$ cat config.mk
export PLATFORM = sky130hd
export DESIGN_NAME = video_line_counter_sequencer
export DESIGN_NICKNAME = d
export VERILOG_FILES = /design/src/hdl/vlcs_pkg.sv /design/src/hdl/vlcs_line_state.sv /design/src/hdl/video_line_counter_sequencer.sv
export SDC_FILE = /design/constraint.sdc
export NUM_CORES = 1
export LEC_CHECK = 0
export BUFFER_PORTS_ARGS = -buffer_cell sky130_fd_sc_hd__buf_2
export CORE_MARGIN = 2
export CORE_UTILIZATION = 28
export CTS_BUF_LIST = sky130_fd_sc_hd__clkbuf_16
export CTS_CLUSTER_SIZE = 14
export DETAILED_ROUTE_END_ITERATION = 16
export HOLD_SLACK_MARGIN = 0.08
export MAX_ROUTING_LAYER = met4
export PLACE_DENSITY = 0.57
export SLEW_MARGIN = 20
export SYNTH_ARGS = -nofsm -noshare
export SYNTH_HDL_FRONTEND = slang
export SYNTH_HIERARCHICAL = 1
export SYNTH_SLANG_ARGS = --single-unit
$ cat constraint.sdc
create_clock -name clk -period 7.6 [get_ports clk]
set_input_delay 0.38 -clock clk [delete_from_list [all_inputs] [get_ports clk]]
set_output_delay 0.38 -clock clk [all_outputs]
set_load 0.02 [all_outputs]
$ cat src/hdl/vlcs_pkg.sv
`timescale 1ns / 1ps
// ----------------------------------------------------------------------------
// Raster line counter sequencer package
// Widths, register indexes, codes and bundle types shared by the sequencer,
// its line state unit and its port checker.
// ----------------------------------------------------------------------------
package vlcs_pkg;

	// Field widths.
	localparam int unsigned LINE_W     = 9;
	localparam int unsigned MC_W       = 10;
	localparam int unsigned ROW_W      = 3;
	localparam int unsigned BLINK_W    = 5;
	localparam int unsigned STEP_W     = 6;
	localparam int unsigned BYTE_W     = 8;
	localparam int unsigned SRC_W      = 2;
	localparam int unsigned CFG_IDX_W  = 2;
	localparam int unsigned CFG_DATA_W = 9;

	// Default number of text columns per character row.
	localparam int unsigned TEXT_COLUMNS_DEF = 40;

	// Reset values of the configuration registers.
	localparam logic [LINE_W-1:0] FIRST_VISIBLE_RST = '0;
	localparam logic [LINE_W-1:0] LAST_VISIBLE_RST  = '1;
	localparam logic [LINE_W-1:0] DMA_START_RST     = '0;

	// Row counter values at which the pointers are latched.
	localparam logic [ROW_W-1:0] ROW_COLOUR_LATCH = 3'd6;
	localparam logic [ROW_W-1:0] ROW_LAST         = 3'd7;

	// Configuration register indexes.
	typedef enum logic [CFG_IDX_W-1:0] {
		REG_FIRST_VISIBLE = 2'd0,
		REG_LAST_VISIBLE  = 2'd1,
		REG_DMA_START     = 2'd2,
		REG_IDLE_SELECT   = 2'd3
	} cfg_reg_t;

	// Source of the idle fetch byte.
	typedef enum logic [SRC_W-1:0] {
		SRC_NONE = 2'd0,
		SRC_LOW  = 2'd1,
		SRC_HIGH = 2'd2
	} idle_src_t;

	typedef struct packed {
		logic [LINE_W-1:0] first_visible_line;
		logic [LINE_W-1:0] last_visible_line;
		logic [LINE_W-1:0] dma_start_line;
		logic              idle_source_select;
	} cfg_t;

	typedef struct packed {
		logic [LINE_W-1:0] line_number;
		logic              bad_line_seen;
		logic              display_blanked;
		logic              force_display;
		logic [BYTE_W-1:0] idle_byte_low_bank;
		logic [BYTE_W-1:0] idle_byte_high_bank;
	} item_t;

	typedef struct packed {
		logic [MC_W-1:0]   matrix_counter;
		logic [MC_W-1:0]   row_pointer;
		logic [MC_W-1:0]   colour_pointer;
		logic [ROW_W-1:0]  row_counter;
		logic              idle_flag;
		logic              cursor_on;
		logic              bad_lines_allowed;
		idle_src_t         idle_source;
		logic [BYTE_W-1:0] idle_byte;
		logic              frame_start;
	} result_t;

endpackage

$ cat src/hdl/vlcs_line_state.sv
`timescale 1ns / 1ps
// ----------------------------------------------------------------------------
// Raster line state unit
// Holds the per-frame counters and flags and works out the result of one
// end-of-line event; the state advances when the event is committed.
// ----------------------------------------------------------------------------
module vlcs_line_state #(
	parameter int unsigned TEXT_COLUMNS = vlcs_pkg::TEXT_COLUMNS_DEF
) (
	input  logic              clk,
	input  logic              arst_n,
	input  logic              commit,
	input  vlcs_pkg::item_t   item,
	input  vlcs_pkg::cfg_t    cfg,
	output vlcs_pkg::result_t result
);
	import vlcs_pkg::*;

	localparam logic [STEP_W-1:0] STEP_VAL = STEP_W'(TEXT_COLUMNS);

	logic [MC_W-1:0]    mc_q, mc_d;
	logic [STEP_W-1:0]  step_q, step_d;
	logic [MC_W-1:0]    row_latch_q, row_latch_d;
	logic [MC_W-1:0]    colour_latch_q, colour_latch_d;
	logic [ROW_W-1:0]   row_q, row_d;
	logic               idle_q, idle_d;
	logic [BLINK_W-1:0] blink_q, blink_d;
	logic               ble_q, ble_d;
	logic               frame;
	logic               visible;

	// Next state for the event held in the input register.
	always_comb begin
		mc_d           = mc_q;
		step_d         = step_q;
		row_latch_d    = row_latch_q;
		colour_latch_d = colour_latch_q;
		row_d          = row_q;
		idle_d         = idle_q;
		blink_d        = blink_q;
		ble_d          = ble_q;
		frame   = (item.line_number == '0);
		visible = (item.line_number >= cfg.first_visible_line) &&
			(item.line_number <= cfg.last_visible_line);

		// Top of frame clears the matrix counters and steps the blink phase.
		if (frame) begin
			mc_d           = '0;
			row_latch_d    = '0;
			colour_latch_d = '0;
			blink_d        = blink_q + BLINK_W'(1);
		end

		// Visible band: counter advance, pointer latches and row stepping.
		if (visible) begin
			if (!idle_q) begin
				mc_d = mc_d + MC_W'(step_q);
			end
			step_d = STEP_VAL;
			if (row_q == ROW_COLOUR_LATCH) begin
				colour_latch_d = mc_d;
			end
			if (row_q == ROW_LAST) begin
				row_latch_d = mc_d;
				idle_d      = 1'b1;
			end
			if (!idle_d || item.bad_line_seen) begin
				row_d  = row_q + ROW_W'(1);
				idle_d = 1'b0;
			end
			if (item.force_display) begin
				idle_d = 1'b0;
			end
		end

		// Bad lines are enabled for the frame when the screen is not blanked.
		if (item.line_number == cfg.dma_start_line) begin
			ble_d = !item.display_blanked;
		end
	end

	// Result fields, including the idle fetch byte choice.
	always_comb begin
		result.matrix_counter    = mc_d;
		result.row_pointer       = row_latch_d;
		result.colour_pointer    = colour_latch_d;
		result.row_counter       = row_d;
		result.idle_flag         = idle_d;
		result.cursor_on         = blink_d[BLINK_W-1];
		result.bad_lines_allowed = ble_d;
		result.frame_start       = frame;
		result.idle_source       = SRC_NONE;
		result.idle_byte         = '0;
		if (idle_d) begin
			if (cfg.idle_source_select) begin
				result.idle_source = SRC_LOW;
				result.idle_byte   = item.idle_byte_low_bank;
			end else begin
				result.idle_source = SRC_HIGH;
				result.idle_byte   = item.idle_byte_high_bank;
			end
		end
	end

	// State registers.
	always_ff @(posedge clk or negedge arst_n) begin
		if (!arst_n) begin
			mc_q           <= '0;
			step_q         <= '0;
			row_latch_q    <= '0;
			colour_latch_q <= '0;
			row_q          <= '0;
			idle_q         <= 1'b0;
			blink_q        <= '0;
			ble_q          <= 1'b0;
		end else if (commit) begin
			mc_q           <= mc_d;
			step_q         <= step_d;
			row_latch_q    <= row_latch_d;
			colour_latch_q <= colour_latch_d;
			row_q          <= row_d;
			idle_q         <= idle_d;
			blink_q        <= blink_d;
			ble_q          <= ble_d;
		end
	end

endmodule

$ cat src/hdl/video_line_counter_sequencer.sv
`timescale 1ns / 1ps
// ----------------------------------------------------------------------------
// Raster line counter sequencer
// Steps the video matrix counter, row counter, idle flag, pointer latches,
// cursor blink phase and bad-line enable once per end-of-line event.
// ----------------------------------------------------------------------------
// One end-of-line event is accepted every clock cycle while input stall is low;
// its result passes through the input register and the result register. Both
// registers advance together, so a stalled result holds the event behind it
// in the input register and input stall rises only when both are full. The
// line state is updated as an event moves from the input register to the
// result register, so back-to-back events see each other's effects.
// Configuration writes take effect at once and are meant for idle periods.
module video_line_counter_sequencer #(
	parameter int unsigned TEXT_COLUMNS = vlcs_pkg::TEXT_COLUMNS_DEF
) (
	input  logic                               clk,
	input  logic                               arst_n,
	// Configuration write port.
	input  logic                               cfg_write_enable,
	input  logic [vlcs_pkg::CFG_IDX_W-1:0]     cfg_index,
	input  logic [vlcs_pkg::CFG_DATA_W-1:0]    cfg_data,
	// Event input channel.
	input  logic                               in_valid,
	output logic                               in_stall,
	input  logic [vlcs_pkg::LINE_W-1:0]        line_number,
	input  logic                               bad_line_seen,
	input  logic                               display_blanked,
	input  logic                               force_display,
	input  logic [vlcs_pkg::BYTE_W-1:0]        idle_byte_low_bank,
	input  logic [vlcs_pkg::BYTE_W-1:0]        idle_byte_high_bank,
	// Result output channel.
	output logic                               out_valid,
	input  logic                               out_stall,
	output logic [vlcs_pkg::MC_W-1:0]          matrix_counter,
	output logic [vlcs_pkg::MC_W-1:0]          row_pointer,
	output logic [vlcs_pkg::MC_W-1:0]          colour_pointer,
	output logic [vlcs_pkg::ROW_W-1:0]         row_counter,
	output logic                               idle_flag,
	output logic                               cursor_on,
	output logic                               bad_lines_allowed,
	output logic [vlcs_pkg::SRC_W-1:0]         idle_source,
	output logic [vlcs_pkg::BYTE_W-1:0]        idle_byte,
	output logic                               frame_start
);
	import vlcs_pkg::*;

	cfg_t    cfg_q;
	item_t   item_s1;
	logic    valid_s1;
	result_t result_s2;
	result_t result_d;
	logic    valid_s2;
	logic    load_s2;
	logic    load_s1;

	// Configuration registers.
	always_ff @(posedge clk or negedge arst_n) begin
		if (!arst_n) begin
			cfg_q.first_visible_line <= FIRST_VISIBLE_RST;
			cfg_q.last_visible_line  <= LAST_VISIBLE_RST;
			cfg_q.dma_start_line     <= DMA_START_RST;
			cfg_q.idle_source_select <= 1'b0;
		end else if (cfg_write_enable) begin
			case (cfg_reg_t'(cfg_index))
				REG_FIRST_VISIBLE: cfg_q.first_visible_line <= cfg_data[LINE_W-1:0];
				REG_LAST_VISIBLE:  cfg_q.last_visible_line  <= cfg_data[LINE_W-1:0];
				REG_DMA_START:     cfg_q.dma_start_line     <= cfg_data[LINE_W-1:0];
				REG_IDLE_SELECT:   cfg_q.idle_source_select <= cfg_data[0];
				default: begin
				end
			endcase
		end
	end

	// Pipeline flow: the result register loads when empty or being drained.
	assign load_s2  = !valid_s2 || !out_stall;
	assign in_stall = valid_s1 && !load_s2;
	assign load_s1  = in_valid && !in_stall;

	// Input register.
	always_ff @(posedge clk or negedge arst_n) begin
		if (!arst_n) begin
			valid_s1 <= 1'b0;
		end else if (load_s2 || !valid_s1) begin
			valid_s1 <= load_s1;
		end
	end

	always_ff @(posedge clk) begin
		if (load_s1) begin
			item_s1 <= '{line_number, bad_line_seen, display_blanked, force_display,
				idle_byte_low_bank, idle_byte_high_bank};
		end
	end

	// Line state and result logic.
	vlcs_line_state #(
		.TEXT_COLUMNS(TEXT_COLUMNS)
	) u_line_state (
		.clk    (clk),
		.arst_n (arst_n),
		.commit (valid_s1 && load_s2),
		.item   (item_s1),
		.cfg    (cfg_q),
		.result (result_d)
	);

	// Result register.
	always_ff @(posedge clk or negedge arst_n) begin
		if (!arst_n) begin
			valid_s2 <= 1'b0;
		end else if (load_s2) begin
			valid_s2 <= valid_s1;
		end
	end

	always_ff @(posedge clk) begin
		if (load_s2 && valid_s1) begin
			result_s2 <= result_d;
		end
	end

	assign out_valid         = valid_s2;
	assign matrix_counter    = result_s2.matrix_counter;
	assign row_pointer       = result_s2.row_pointer;
	assign colour_pointer    = result_s2.colour_pointer;
	assign row_counter       = result_s2.row_counter;
	assign idle_flag         = result_s2.idle_flag;
	assign cursor_on         = result_s2.cursor_on;
	assign bad_lines_allowed = result_s2.bad_lines_allowed;
	assign idle_source       = result_s2.idle_source;
	assign idle_byte         = result_s2.idle_byte;
	assign frame_start       = result_s2.frame_start;

endmodule

After elaboration in Yosys (flattened, before gate mapping)
Index checks and enable logic that the tools add are counted.
{"block": "word_totals", "regBits": 146, "latchBits": 0, "mem_bits_rw": 0, "rom_bits": 0, "input_bits": 44, "output_inout_bits": 49, "elab_cells": 83, "mem_count": 0}
{"block": "classes", "add_sub_neg": 3, "n_mul": 0, "div": 0, "n_lt_le_gt_ge": 2, "eq_ne": 6, "shifts": 0, "mux": 19, "bitwise": 0, "reduce_logical": 22}
{"op": "$mux W10", "count": 10}
{"op": "$reduce_and A2 Y1", "count": 6}
{"op": "$add A10 B6 Y10", "count": 1}
{"op": "$eq A9 B9 Y1", "count": 1}
{"op": "$ge A9 B9 Y1", "count": 1}
{"op": "$le A9 B9 Y1", "count": 1}
{"op": "$logic_not A9 Y1", "count": 1}
{"op": "$logic_not A1 Y1", "count": 7}
{"op": "$eq A3 B3 Y1 const B", "count": 2}
{"op": "$mux W1", "count": 6}
{"op": "$mux W3", "count": 2}
{"op": "$add A5 B1 Y5 const B", "count": 1}
{"op": "$mux W5", "count": 1}
{"op": "$eq A2 B2 Y1 const B", "count": 2}
{"op": "$logic_and A1 B1 Y1", "count": 4}
{"op": "$add A3 B1 Y3 const B", "count": 1}
{"op": "$logic_or A1 B1 Y1", "count": 3}
{"op": "$eq A2 B1 Y1 const B", "count": 1}
{"op": "$logic_not A2 Y1", "count": 1}

Logic depth before layout (Yosys ltp)
Gate-level depths: netlist of run 1.
{"block": "depth", "depth_word": 8, "ltp_mapped": 11, "depth_no_buf": 11}

Cells and area by module
Netlist of run 1, hierarchy kept.
{"mod": "video_line_counter_sequencer", "instances": 1, "cells_each": 144, "area_per_inst_um2": 3413.3, "seq_area_each_um2": 3014.1}
{"mod": "vlcs_line_state", "instances": 1, "cells_each": 367, "area_per_inst_um2": 3213.1, "seq_area_each_um2": 1026.0}

Worst setup path after synthesis of run 1
OpenSTA, ideal clock, no wires.
{"block": "synth_timing", "kind": "register to register", "from": "reg valid_s2, in the netlist out_valid", "to": "reg u_line_state.mc_q[9]", "setup_time_ns": 0.069, "t_arrival_ns": 5.499, "required_time_ns": 7.531, "slack_ns": 2.032, "path_stages_with_launch": 5, "path_buffers": 0, "period_less_slack_ns": 5.568, "path_cell_list": "dfrtp_1 -> a21boi_0 -> nand2_1 -> or4_1 -> nand3_1"}
{"block": "synth_via", "elab_chain_cells": 3}
{"item": "start, declared", "line": "video_line_counter_sequencer.sv:53", "rtl": "logic valid_s2;"}
{"item": "start signal, assigned", "line": "video_line_counter_sequencer.sv:114", "rtl": "valid_s2 <= valid_s1;"}
{"item": "$logic_not A1 Y1", "line": "video_line_counter_sequencer.sv:77", "rtl": "assign load_s2 = !valid_s2 || !out_stall;"}
{"item": "$logic_or A1 B1 Y1", "line": "video_line_counter_sequencer.sv:77"}
{"item": "$logic_and A1 B1 Y1", "line": "video_line_counter_sequencer.sv:103", "rtl": ".commit (valid_s1 && load_s2),"}
{"item": "end signal, assigned", "line": "vlcs_line_state.sv:117", "rtl": "mc_q <= mc_d;"}
{"item": "end, declared", "line": "vlcs_line_state.sv:21", "rtl": "logic [MC_W-1:0] mc_q, mc_d;"}
No other way between the ends.
A chain may end at the register's enable or synchronous reset.

==> results of run 1 <==
## cell usage after synthesis (7+ instances only)
cell / count
dfstp_2: 9
xnor2_1: 12
mux2i_1: 14
o211ai_1: 7
edfxtp_1: 75
clkbuf_1: 13
nand2_1: 31
nor2b_1: 9
ha_1: 25
o2bb2ai_1: 13
inv_1: 30
a21oi_1: 20
a22o_1: 8
and2_1: 10
o21ai_0: 21
nor3_1: 8
dfrtp_1: 62
nor2_1: 25
mux2_2: 32
nand3_1: 13
xor2_1: 10
## logic make-up (layout without fill, tap and decap cells)
family / Yosys count / after routing
flip-flops: 146 / 146
AND/OR/NAND/NOR: 122 / 122
AO/OA/AOI/OAI: 97 / 97
buffers and inverters: 53 / 157
multiplexers: 46 / 46
adder cells (fa/ha/maj): 25 / 25
XOR/XNOR: 22 / 22
## through the flow
step	std cells	util, %	area (sq um)
after floorplan	511	-	6630
after global placement	902	31.7	7390
after detailed placement	902	31.7	7390
after CTS	934	34.1	7950
after global routing	934	34.1	7950
final	934	34.1	7950
## power breakdown
group,total (mW),switching [mW],internal (mW)
Clock,0.788,0.334,0.454
Combinational,0.652,0.402,0.250
Sequential,1.08,0.0792,1.00
Total,2.52,0.815,1.71
## worst max-delay path by stage
stage,slack (ns),start,cells after the start,endpoint
2_1_floorplan,2.03,out_valid$_DFFE_PN0P_,4,u_line_state/mc_q[9]$_DFFE_PN0P_
3_5_place_dp,3.34,item_s1[21]$_DFFE_PP_,11,u_line_state/colour_latch_q[9]$_DFFE_PN0P_
5_1_grt,2.96,item_s1[21]$_DFFE_PP_,11,u_line_state/colour_latch_q[9]$_DFFE_PN0P_
3_3_place_gp,3.50,item_s1[21]$_DFFE_PP_,11,u_line_state/colour_latch_q[9]$_DFFE_PN0P_
6_report,3.26,item_s1[21]$_DFFE_PP_,11,u_line_state/colour_latch_q[9]$_DFFE_PN0P_
4_1_cts,3.32,item_s1[21]$_DFFE_PP_,11,u_line_state/colour_latch_q[9]$_DFFE_PN0P_
## cells in the final DEF (no fill, tap or decap), types with 3 or more instances in the layout
master and count:
a32o_1 3, or3_1 3, a21oi_1 20, nor2b_1 9, mux2_2 32, inv_6 3
xnor2_1 12, nor2_1 25, buf_4 3, buf_2 92, inv_1 32, xor2_1 10
nand2_1 31, o211ai_1 7, nor3_1 8, a21o_1 3, ha_1 25, nor4_1 5
o21ai_0 21, a211o_1 6, nand2b_1 4, clkbuf_16 19, nand4_1 5, a22o_1 7
and2_1 10, dfrtp_1 62, o2bb2ai_1 13, mux2i_1 14, dfstp_2 9, clkinvlp_4 3
edfxtp_1 75, nand3_1 13
## worst max-delay path, delay by kind of cell (launching register included)
family | cells | cell delay, ns
flops | 1 | 0.46
compound gates | 2 | 0.32
simple gates | 6 | 2.14
xor+xnor | 1 | 0.19
buf+inv | 1 | 0.87
fa+ha+maj | 1 | 0.27
## registers in the layout, indices dropped and copies added, names as in the netlist
signal and cells:
matrix_counter 10, frame_start 1, cursor_on 1, u_line_state/row_latch_q 10, bad_lines_allowed 1, cfg_q 28
u_line_state/ble_q 1, colour_pointer 10, row_pointer 10, u_line_state/row_q 3, u_line_state/mc_q 10, u_line_state/blink_q 5
u_line_state/colour_latch_q 10, u_line_state/step_q 1, idle_byte 8, u_line_state/idle_q 1, item_s1 28, idle_source 2
row_counter 3, valid_s1 1, out_valid 1, idle_flag 1
## layout make-up
class                   count  area share (%)
flip-flops and latches    146            50.8
multi-input cells         312            29.7
repair buffers             95            6.07
clock buffers              19            5.98
well taps                 319            5.02
inverters                  30            1.42
clock inverters            13            1.04
## layer usage
layer	part of all wire, %	wire (um)	vias to the layer above
met5	0	0	-
met1	48	6910	2068
li1	-	-	2049
met3	4.2	607	13
met4	0.96	138	0
met2	47	6750	92
==> results.txt, run 1 <==
----------------------------------------------------
[Route]
  Post-detailed-route wirelength per cell ... 15.4 um
  Aggregate routed wire length ... 14.4 mm
  Pre-antenna DRT Iters ... 4
  Drt initial violations ... 207
  Total number of vias ... 4222
  Number of nets with antenna violations after routing ... 0
  Number of remaining DRC errors ... 0
  Vias per cell ... 4.52

[Final layout]
  Nets ... 671
  Fraction of layout cells with a size suffix above 1 ... 28.6%
  Layout Area Growth over Synthesis ... 20.0%
  Number of antenna diodes ... 0
  Filler cells ... 2328
  Area occupied by registers ... 4040 sq um
  Area taken by multi-input logic gates ... 2360 sq um

[Worst setup path]
  Capture point of the worst reg-to-reg path ... u_line_state/colour_latch_q[9]$_DFFE_PN0P_
  Cell Chain, Critical Path ... nor4_1 > nand3_1 > inv_1 > nor2_1 > ha_1 > a21oi_1 > or3_1 > xnor2_1 > nand3_1 > nor3_1 > a211o_1
  Kind of end point of the critical path ... register
  Category of the most critical setup path ... reg -> reg
  R2R Setup Slk ... 3.26 ns
  CP max stage delay ... 0.87 ns
  Crit path DAT ... 4.70 ns
  Depth of the most critical reg-to-reg path ... 11
  Slowest stage cell on the critical path ... inv_1
  Critical path peak fanout ... 22
  Data required, critical path ... 7.96 ns
  Critical path startpoint category ... register
  Worst flop-to-flop path startpoint ... item_s1[21]$_DFFE_PP_
  Crit-path most repeated cell ... nand3_1

[STA]
  Worst slew margin relative to its limit ... 37.0%
  Unrepaired setup endpoints after global routing ... false
  Clock skew after layout ... 0.00851 ns
  Total negative setup slack ... 0 ns
  Hold slack final ... 0.129 ns
  Hold violation total from the final report ... 0
  Highest Clock Rate ... 230 MHz
  Worst setup margin ... 3.26 ns
  Total setup violations reported at the end of the flow ... 0
  Slew at the pin closest to its max-slew limit ... 0.919 ns
  Final min period ... 4.34 ns
  Period utilization ... 57.1%
  Slew Viols, Final ... 0

[Floorplan]
  Total die area ... 24900 sq um
  Chip Width ... 158 um
  Number of core rows ... 56
  Number of top-level pins ... 93
  Core outline area ... 23300 sq um
  DIE HEIGHT ... 158 um
  Initial Util ... 28.4%

[Synth]
  Synthesized netlist net count ... 580
  Mapped Area ... 6630 sq um
  Synthesized-area fraction occupied by adder cells ... 4.72%
  Largest cells by area after synthesis ... edfxtp_1 34%, dfrtp_1 23%, mux2_2 5.4%, ha_1 4.7%, dfstp_2 3.6%
  Flip-flop and latch count after synthesis ... 146
  Cell type with the largest total area after synthesis ... edfxtp_1
  Share of the synthesized area in compound gates (AO/OA/AOI/OAI) ... 10.8%
  Post-synthesis mux area share ... 7.55%
  Count of distinct cell types in the synthesized netlist ... 52
  Fraction of synthesized cell area in xor and xnor cells ... 2.91%
  Average cell area after synthesis ... 13.0 sq um
  Post-synth top area share ... 34.0%
  Gate count after technology mapping ... 511
  Synth async-reset ratio ... 48.6%
  Main combinational cell family by area after synthesis ... compound AO/OA/AOI/OAI gates
  Warnings, synthesis ... 6
  Main synth FF type ... edfxtp_1
  Simple logic cell fraction of the synthesized area ... 9.48%
  Number of synthesized flops with an enable pin ... 75
  Sequential cell area fraction in the yosys report ... 61.0%

[Clock tree]
  Root buffer selected by CTS ... clkbuf_16
  Sinks on the clock net ... 146
  Clock tree from TritonCTS ... yes
  Num CTS Buffers ... 17
  CTS max path bufs ... 2
  Clock transition at path regs ... 0.06 ns
  PostCTS Resize Cnt ... 0
  Clock latency at the later pin of the worst-skew pair ... 0.42 ns
  Number of buffers added to fix hold violations after cts ... 0
  Total setup buffers inserted after CTS ... 0
  Maximum level of the CTS H-tree ... 4

[Global route]
  Global-route wire length before repair ... 23.2 mm
  GRT Max-Usage Layer ... met2
  Number of global-route vias before repair ... 4209
  Antenna violations before repair ... 0
  GRT met3 Usage ... 3.23%
  Total global routing track utilization ... 12.5%
  Largest net degree at the start of global routing ... 73
  GRT met2 Usage ... 18.9%
  Residual overflow from global routing ... 0
  GRT met1 Usage ... 16.7%

[Power and ir drop]
  Power Density ... 317 nW/um^2
  Static Leak ... 3.25 nW
  Highest ir drop seen on vdd ... 0.135 mV
  Overall power consumption ... 2.52 mW

[Min path]
  Class of the tightest hold or removal check ... in -> reg
  Cell depth of the worst min-delay path ... 1
  HP Start ... line_number[8]
  Hold-critical path endpoint ... item_s1[27]$_DFFE_PP_

[Place]
  DP Worst Slack ... 3.34 ns
  Input/output buffers ... 92
  Global placement routability congestion ... 0.792
  HPWL after detailed placement ... 9.80 mm

[Run status]
  Status ... complete, no violations

[Run]
  Max-cap viol count ... 0

----------------------------------------------------
Note: power is estimated with default switching activity, not from simulation.
==> run 2, diff against run 1 <==
--- a/config.mk
+++ b/config.mk
@@ -5,6 +5,7 @@
 export SDC_FILE = /design/constraint.sdc
 export NUM_CORES = 1
 export LEC_CHECK = 0
+export ABC_AREA = 1
 export BUFFER_PORTS_ARGS = -buffer_cell sky130_fd_sc_hd__buf_2
 export CORE_MARGIN = 2
 export CORE_UTILIZATION = 28
==> constraint.sdc (replaced) <==
create_clock -name clk -period 4.1 [get_ports clk]
set_input_delay 0.205 -clock clk [delete_from_list [all_inputs] [get_ports clk]]
set_output_delay 0.205 -clock clk [all_outputs]
set_load 0.02 [all_outputs]
==> run 2 against run 1 <==
Effect of this change: die area increased by 8.2%; clock skew increased by 0.0013 ns; clock power increased by 87%; non-clock buffer count increased by 39; largest cell class unchanged; largest power group unchanged; highest routed layer unchanged.
==> results.txt, run 2 <==
----------------------------------------------------
[Floorplan]
  Number of top-level pins ... 93 (unchanged)
  Total die area ... 26900 sq um (was 24900 sq um)
  DIE HEIGHT ... 164 um (was 158 um)
  Chip Width ... 164 um (was 158 um)
  Initial Util ... 28.5% (was 28.4%)
  Number of core rows ... 58 (was 56)
  Core outline area ... 25200 sq um (was 23300 sq um)

[Final layout]
  Fraction of layout cells with a size suffix above 1 ... 23.0% (was 28.6%)
  Layout Area Growth over Synthesis ... 23.1% (was 20.0%)
  Top Registers ... cfg_q (28), item_s1 (28) (unchanged)
  Most frequent cells in the layout ... 264 x nand2_1, 92 x buf_2, 75 x edfxtp_1 (was 92 x buf_2, 75 x edfxtp_1, 62 x dfrtp_1)
  Filler cells ... 2523 (was 2328)
  Nets ... 930 (was 671)
  Most common cell after layout, fill and taps aside ... nand2_1 (was buf_2)
  Fraction of the core area covered by cells at the end of the flow ... 35.1% (was 34.1%)
  Number of antenna diodes ... 0 (unchanged)

[Clock tree]
  Num CTS Buffers ... 17 (unchanged)
  Clock latency at the later pin of the worst-skew pair ... 0.43 ns (was 0.42 ns)
  Root buffer selected by CTS ... clkbuf_16 (unchanged)
  Maximum level of the CTS H-tree ... 4 (unchanged)
  PostCTS Resize Cnt ... 0 (unchanged)
  CTS max path bufs ... 2 (unchanged)
  Clock tree from TritonCTS ... yes (unchanged)
  Clock transition at path regs ... 0.06 ns (about the same)
  Sinks on the clock net ... 146 (unchanged)

[Route]
  Number of nets with antenna violations after routing ... 0 (unchanged)
  Number of remaining DRC errors ... 0 (unchanged)
  Aggregate routed wire length ... 16.3 mm (was 14.4 mm)
  Pre-antenna DRT Iters ... 4 (unchanged)
  Vias per cell ... 4.30 (was 4.52)
  Drt initial violations ... 352 (was 207)
  Post-detailed-route wirelength per cell ... 13.6 um (was 15.4 um)
  Total number of vias ... 5168 (was 4222)

[Worst setup path]
  Capture point of the worst reg-to-reg path ... row_pointer[7]$_DFFE_PP_ (was u_line_state/colour_latch_q[9]$_DFFE_PN0P_)
  R2R Setup Slk ... 1.18 ns (was 3.26 ns)
  Slowest stage cell on the critical path ... edfxtp_1 (was inv_1)
  Worst flop-to-flop path startpoint ... item_s1[25]$_DFFE_PP_ (was item_s1[21]$_DFFE_PP_)
  Kind of end point of the critical path ... register (unchanged)
  Data required, critical path ... 4.28 ns (was 7.96 ns)
  Depth of the most critical reg-to-reg path ... 13 (was 11)
  Cell Chain, Critical Path ... nor3_4 > inv_1 > nor2_2 > nor2_1 > ha_1 > nand2_1 > nand2_1 > inv_1 > nor2_1 > nand3b_1 > nand2_2 > nand2_1 > and2_1 (was nor4_1 > nand3_1 > inv_1 > nor2_1 > ha_1 > a21oi_1 > or3_1 > xnor2_1 > nand3_1 > nor3_1 > a211o_1)
  Crit-path most repeated cell ... nand2_1 (was nand3_1)
  Critical path peak fanout ... 13 (was 22)
  Critical path startpoint category ... register (unchanged)
  Crit path DAT ... 3.10 ns (was 4.70 ns)
  CP max stage delay ... 0.48 ns (was 0.87 ns)
  Category of the most critical setup path ... reg -> reg (unchanged)

[STA]
  Slew Viols, Final ... 0 (unchanged)
  Total setup violations reported at the end of the flow ... 0 (unchanged)
  Worst slew margin relative to its limit ... 32.6% (was 37.0%)
  Unrepaired setup endpoints after global routing ... false (unchanged)
  Highest Clock Rate ... 343 MHz (was 230 MHz)
  Total negative setup slack ... 0 ns (unchanged)
  Slew at the pin closest to its max-slew limit ... 1.01 ns (was 0.919 ns)
  Final min period ... 2.92 ns (was 4.34 ns)
  Hold violation total from the final report ... 0 (unchanged)
  Clock skew after layout ... 0.00982 ns (was 0.00851 ns)
  Period utilization ... 71.2% (was 57.1%)

[Global route]
  Global-route wire length before repair ... 26.3 mm (was 23.2 mm)
  Residual overflow from global routing ... 0 (unchanged)
  Largest net degree at the start of global routing ... 56 (was 73)
  Number of global-route vias before repair ... 4909 (was 4209)
  Antenna violations before repair ... 0 (unchanged)
  Total global routing track utilization ... 13.1% (was 12.5%)

[Synth]
  Main synth FF type ... edfxtp_1 (unchanged)
  Number of synthesized flops with an enable pin ... 75 (unchanged)
  Largest cells by area after synthesis ... edfxtp_1 31%, dfrtp_1 22%, nand2_1 14%, ha_1 4.4%, inv_1 3.3% (was edfxtp_1 34%, dfrtp_1 23%, mux2_2 5.4%, ha_1 4.7%, dfstp_2 3.6%)
  Count of distinct cell types in the synthesized netlist ... 44 (was 52)
  Post-synth top area share ... 31.4% (was 34.0%)
  Warnings, synthesis ... 6 (unchanged)
  Flip-flop and latch count after synthesis ... 146 (unchanged)
  Sequential cell area fraction in the yosys report ... 56.3% (was 61.0%)
  Count leader, synth ... nand2_1 (was edfxtp_1)
  Mapped Area ... 7180 sq um (was 6630 sq um)
  List of most frequent post-synthesis cells ... 264 x nand2_1, 75 x edfxtp_1, 64 x inv_1 (was 75 x edfxtp_1, 62 x dfrtp_1, 32 x mux2_2)
  Gate count after technology mapping ... 732 (was 511)
  Average cell area after synthesis ... 9.81 sq um (was 13.0 sq um)
  Synth async-reset ratio ... 48.6% (unchanged)
  Synthesized netlist net count ... 801 (was 580)
  Cell type with the largest total area after synthesis ... edfxtp_1 (unchanged)

[Min path]
  HP Start ... cfg_index[0] (was line_number[8])
  Cell depth of the worst min-delay path ... 3 (was 1)
  Hold-critical path endpoint ... cfg_q[16]$_DFFE_PN1P_ (was item_s1[27]$_DFFE_PP_)
  Class of the tightest hold or removal check ... in -> reg (unchanged)

[Place]
  HPWL after detailed placement ... 11.3 mm (was 9.80 mm)
  Global placement routability congestion ... 0.846 (was 0.792)
  Input/output buffers ... 92 (unchanged)

[Run status]
  Status ... complete, no violations (unchanged)

[Power and ir drop]
  Overall power consumption ... 4.60 mW (was 2.52 mW)
  Power Density ... 520 nW/um^2 (was 317 nW/um^2)
  Highest ir drop seen on vdd ... 0.254 mV (was 0.135 mV)
  Static Leak ... 4.24 nW (was 3.25 nW)

[Run]
  Max-cap viol count ... 0 (unchanged)

----------------------------------------------------
## run 2: changes by cell type after synthesis, sizes merged, moves of 13 or more
cell / delta
nor2: +13
nand4: +16
inv: +41
nand3: +37
nand2: +261
mux2i: -14
o2bb2ai: -13
mux2: -31
## run 2: routing by layer
layer / global-route usage, % / vias up / share of wire [%]
met5: - / - / 0
met4: 3.99 / 0 / 1.1
met3: 2.75 / 16 / 4.0
met2: 19.9 / 131 / 46
met1: 17.7 / 2397 / 48
li1: - / 2624 / -
## run 2: report_power, final
group	leakage (nW)	internal, mW	switching, mW	total [mW]
Sequential	1.64	1.83	0.133	1.96
Clock	0.272	0.877	0.596	1.47
Combinational	2.32	0.397	0.769	1.17
Total	4.24	3.10	1.50	4.60
## run 2: kinds of logic (layout without fill, tap and decap cells)
group	count (synthesis)	after routing	share of synthesized area [%]
AOI/OAI and AO/OA	28	28	2.98
xor gates and xnor gates	11	11	1.34
adders and majority gates	25	25	4.36
buffers and inverters	96	237	6.52
DFF	146	146	56.3
muxes	1	1	0.157
and+or+nand+nor	425	425	28.4
## run 2: final cells by class
| cell class | count | area (sq um) | share of cell area [%] |
|---|---|---|---|
| Clock buffer | 17 | 425 | 4.81 |
| Clock inverter | 14 | 126 | 1.43 |
| Inverter | 72 | 280 | 3.17 |
| Multi-Input combinational cell | 490 | 2680 | 30.3 |
| Sequential cell | 146 | 4040 | 45.7 |
| Tap cell | 330 | 413 | 4.67 |
| Timing Repair Buffer | 134 | 876 | 9.91 |
## run 2: metrics by stage
step | cells | hold slack (ns) | area [sq um] | worst slack, ns
after floorplan | 732 | -0.0906 | 7180 | 0.451
after global placement | 1132 | 0.358 | 7890 | 1.22
after detailed placement | 1132 | 0.366 | 7890 | 1.16
after CTS | 1203 | 0.164 | 8840 | 1.13
after global routing | 1203 | 0.174 | 8840 | 0.928
final | 1203 | 0.184 | 8840 | 1.18
## run 2: timing repair
action,in CTS,in global routing
hold endpoints to repair,77,0
setup buffers,0,0
hold buffers,40,0
## run 2: worst max-delay path by stage
stage,to,depth (start not counted),from
after floorplan,u_line_state/blink_q[1]$_DFFE_PN0P_,6,out_valid$_DFFE_PN0P_
after global placement,row_pointer[7]$_DFFE_PP_,13,item_s1[25]$_DFFE_PP_
after detailed placement,row_pointer[7]$_DFFE_PP_,13,item_s1[25]$_DFFE_PP_
after CTS,row_pointer[7]$_DFFE_PP_,13,item_s1[25]$_DFFE_PP_
after global routing,row_pointer[7]$_DFFE_PP_,13,item_s1[25]$_DFFE_PP_
final,row_pointer[7]$_DFFE_PP_,13,item_s1[25]$_DFFE_PP_
## run 2: worst max-delay path: cells and delay by family (launching register included)
| family | cells | cell delay (ns) |
|---|---|---|
| AND/OR/NAND/NOR | 10 | 1.72 |
| buffers and inverters | 2 | 0.11 |
| adder cells (fa/ha/maj) | 1 | 0.36 |
| flip-flops | 1 | 0.48 |
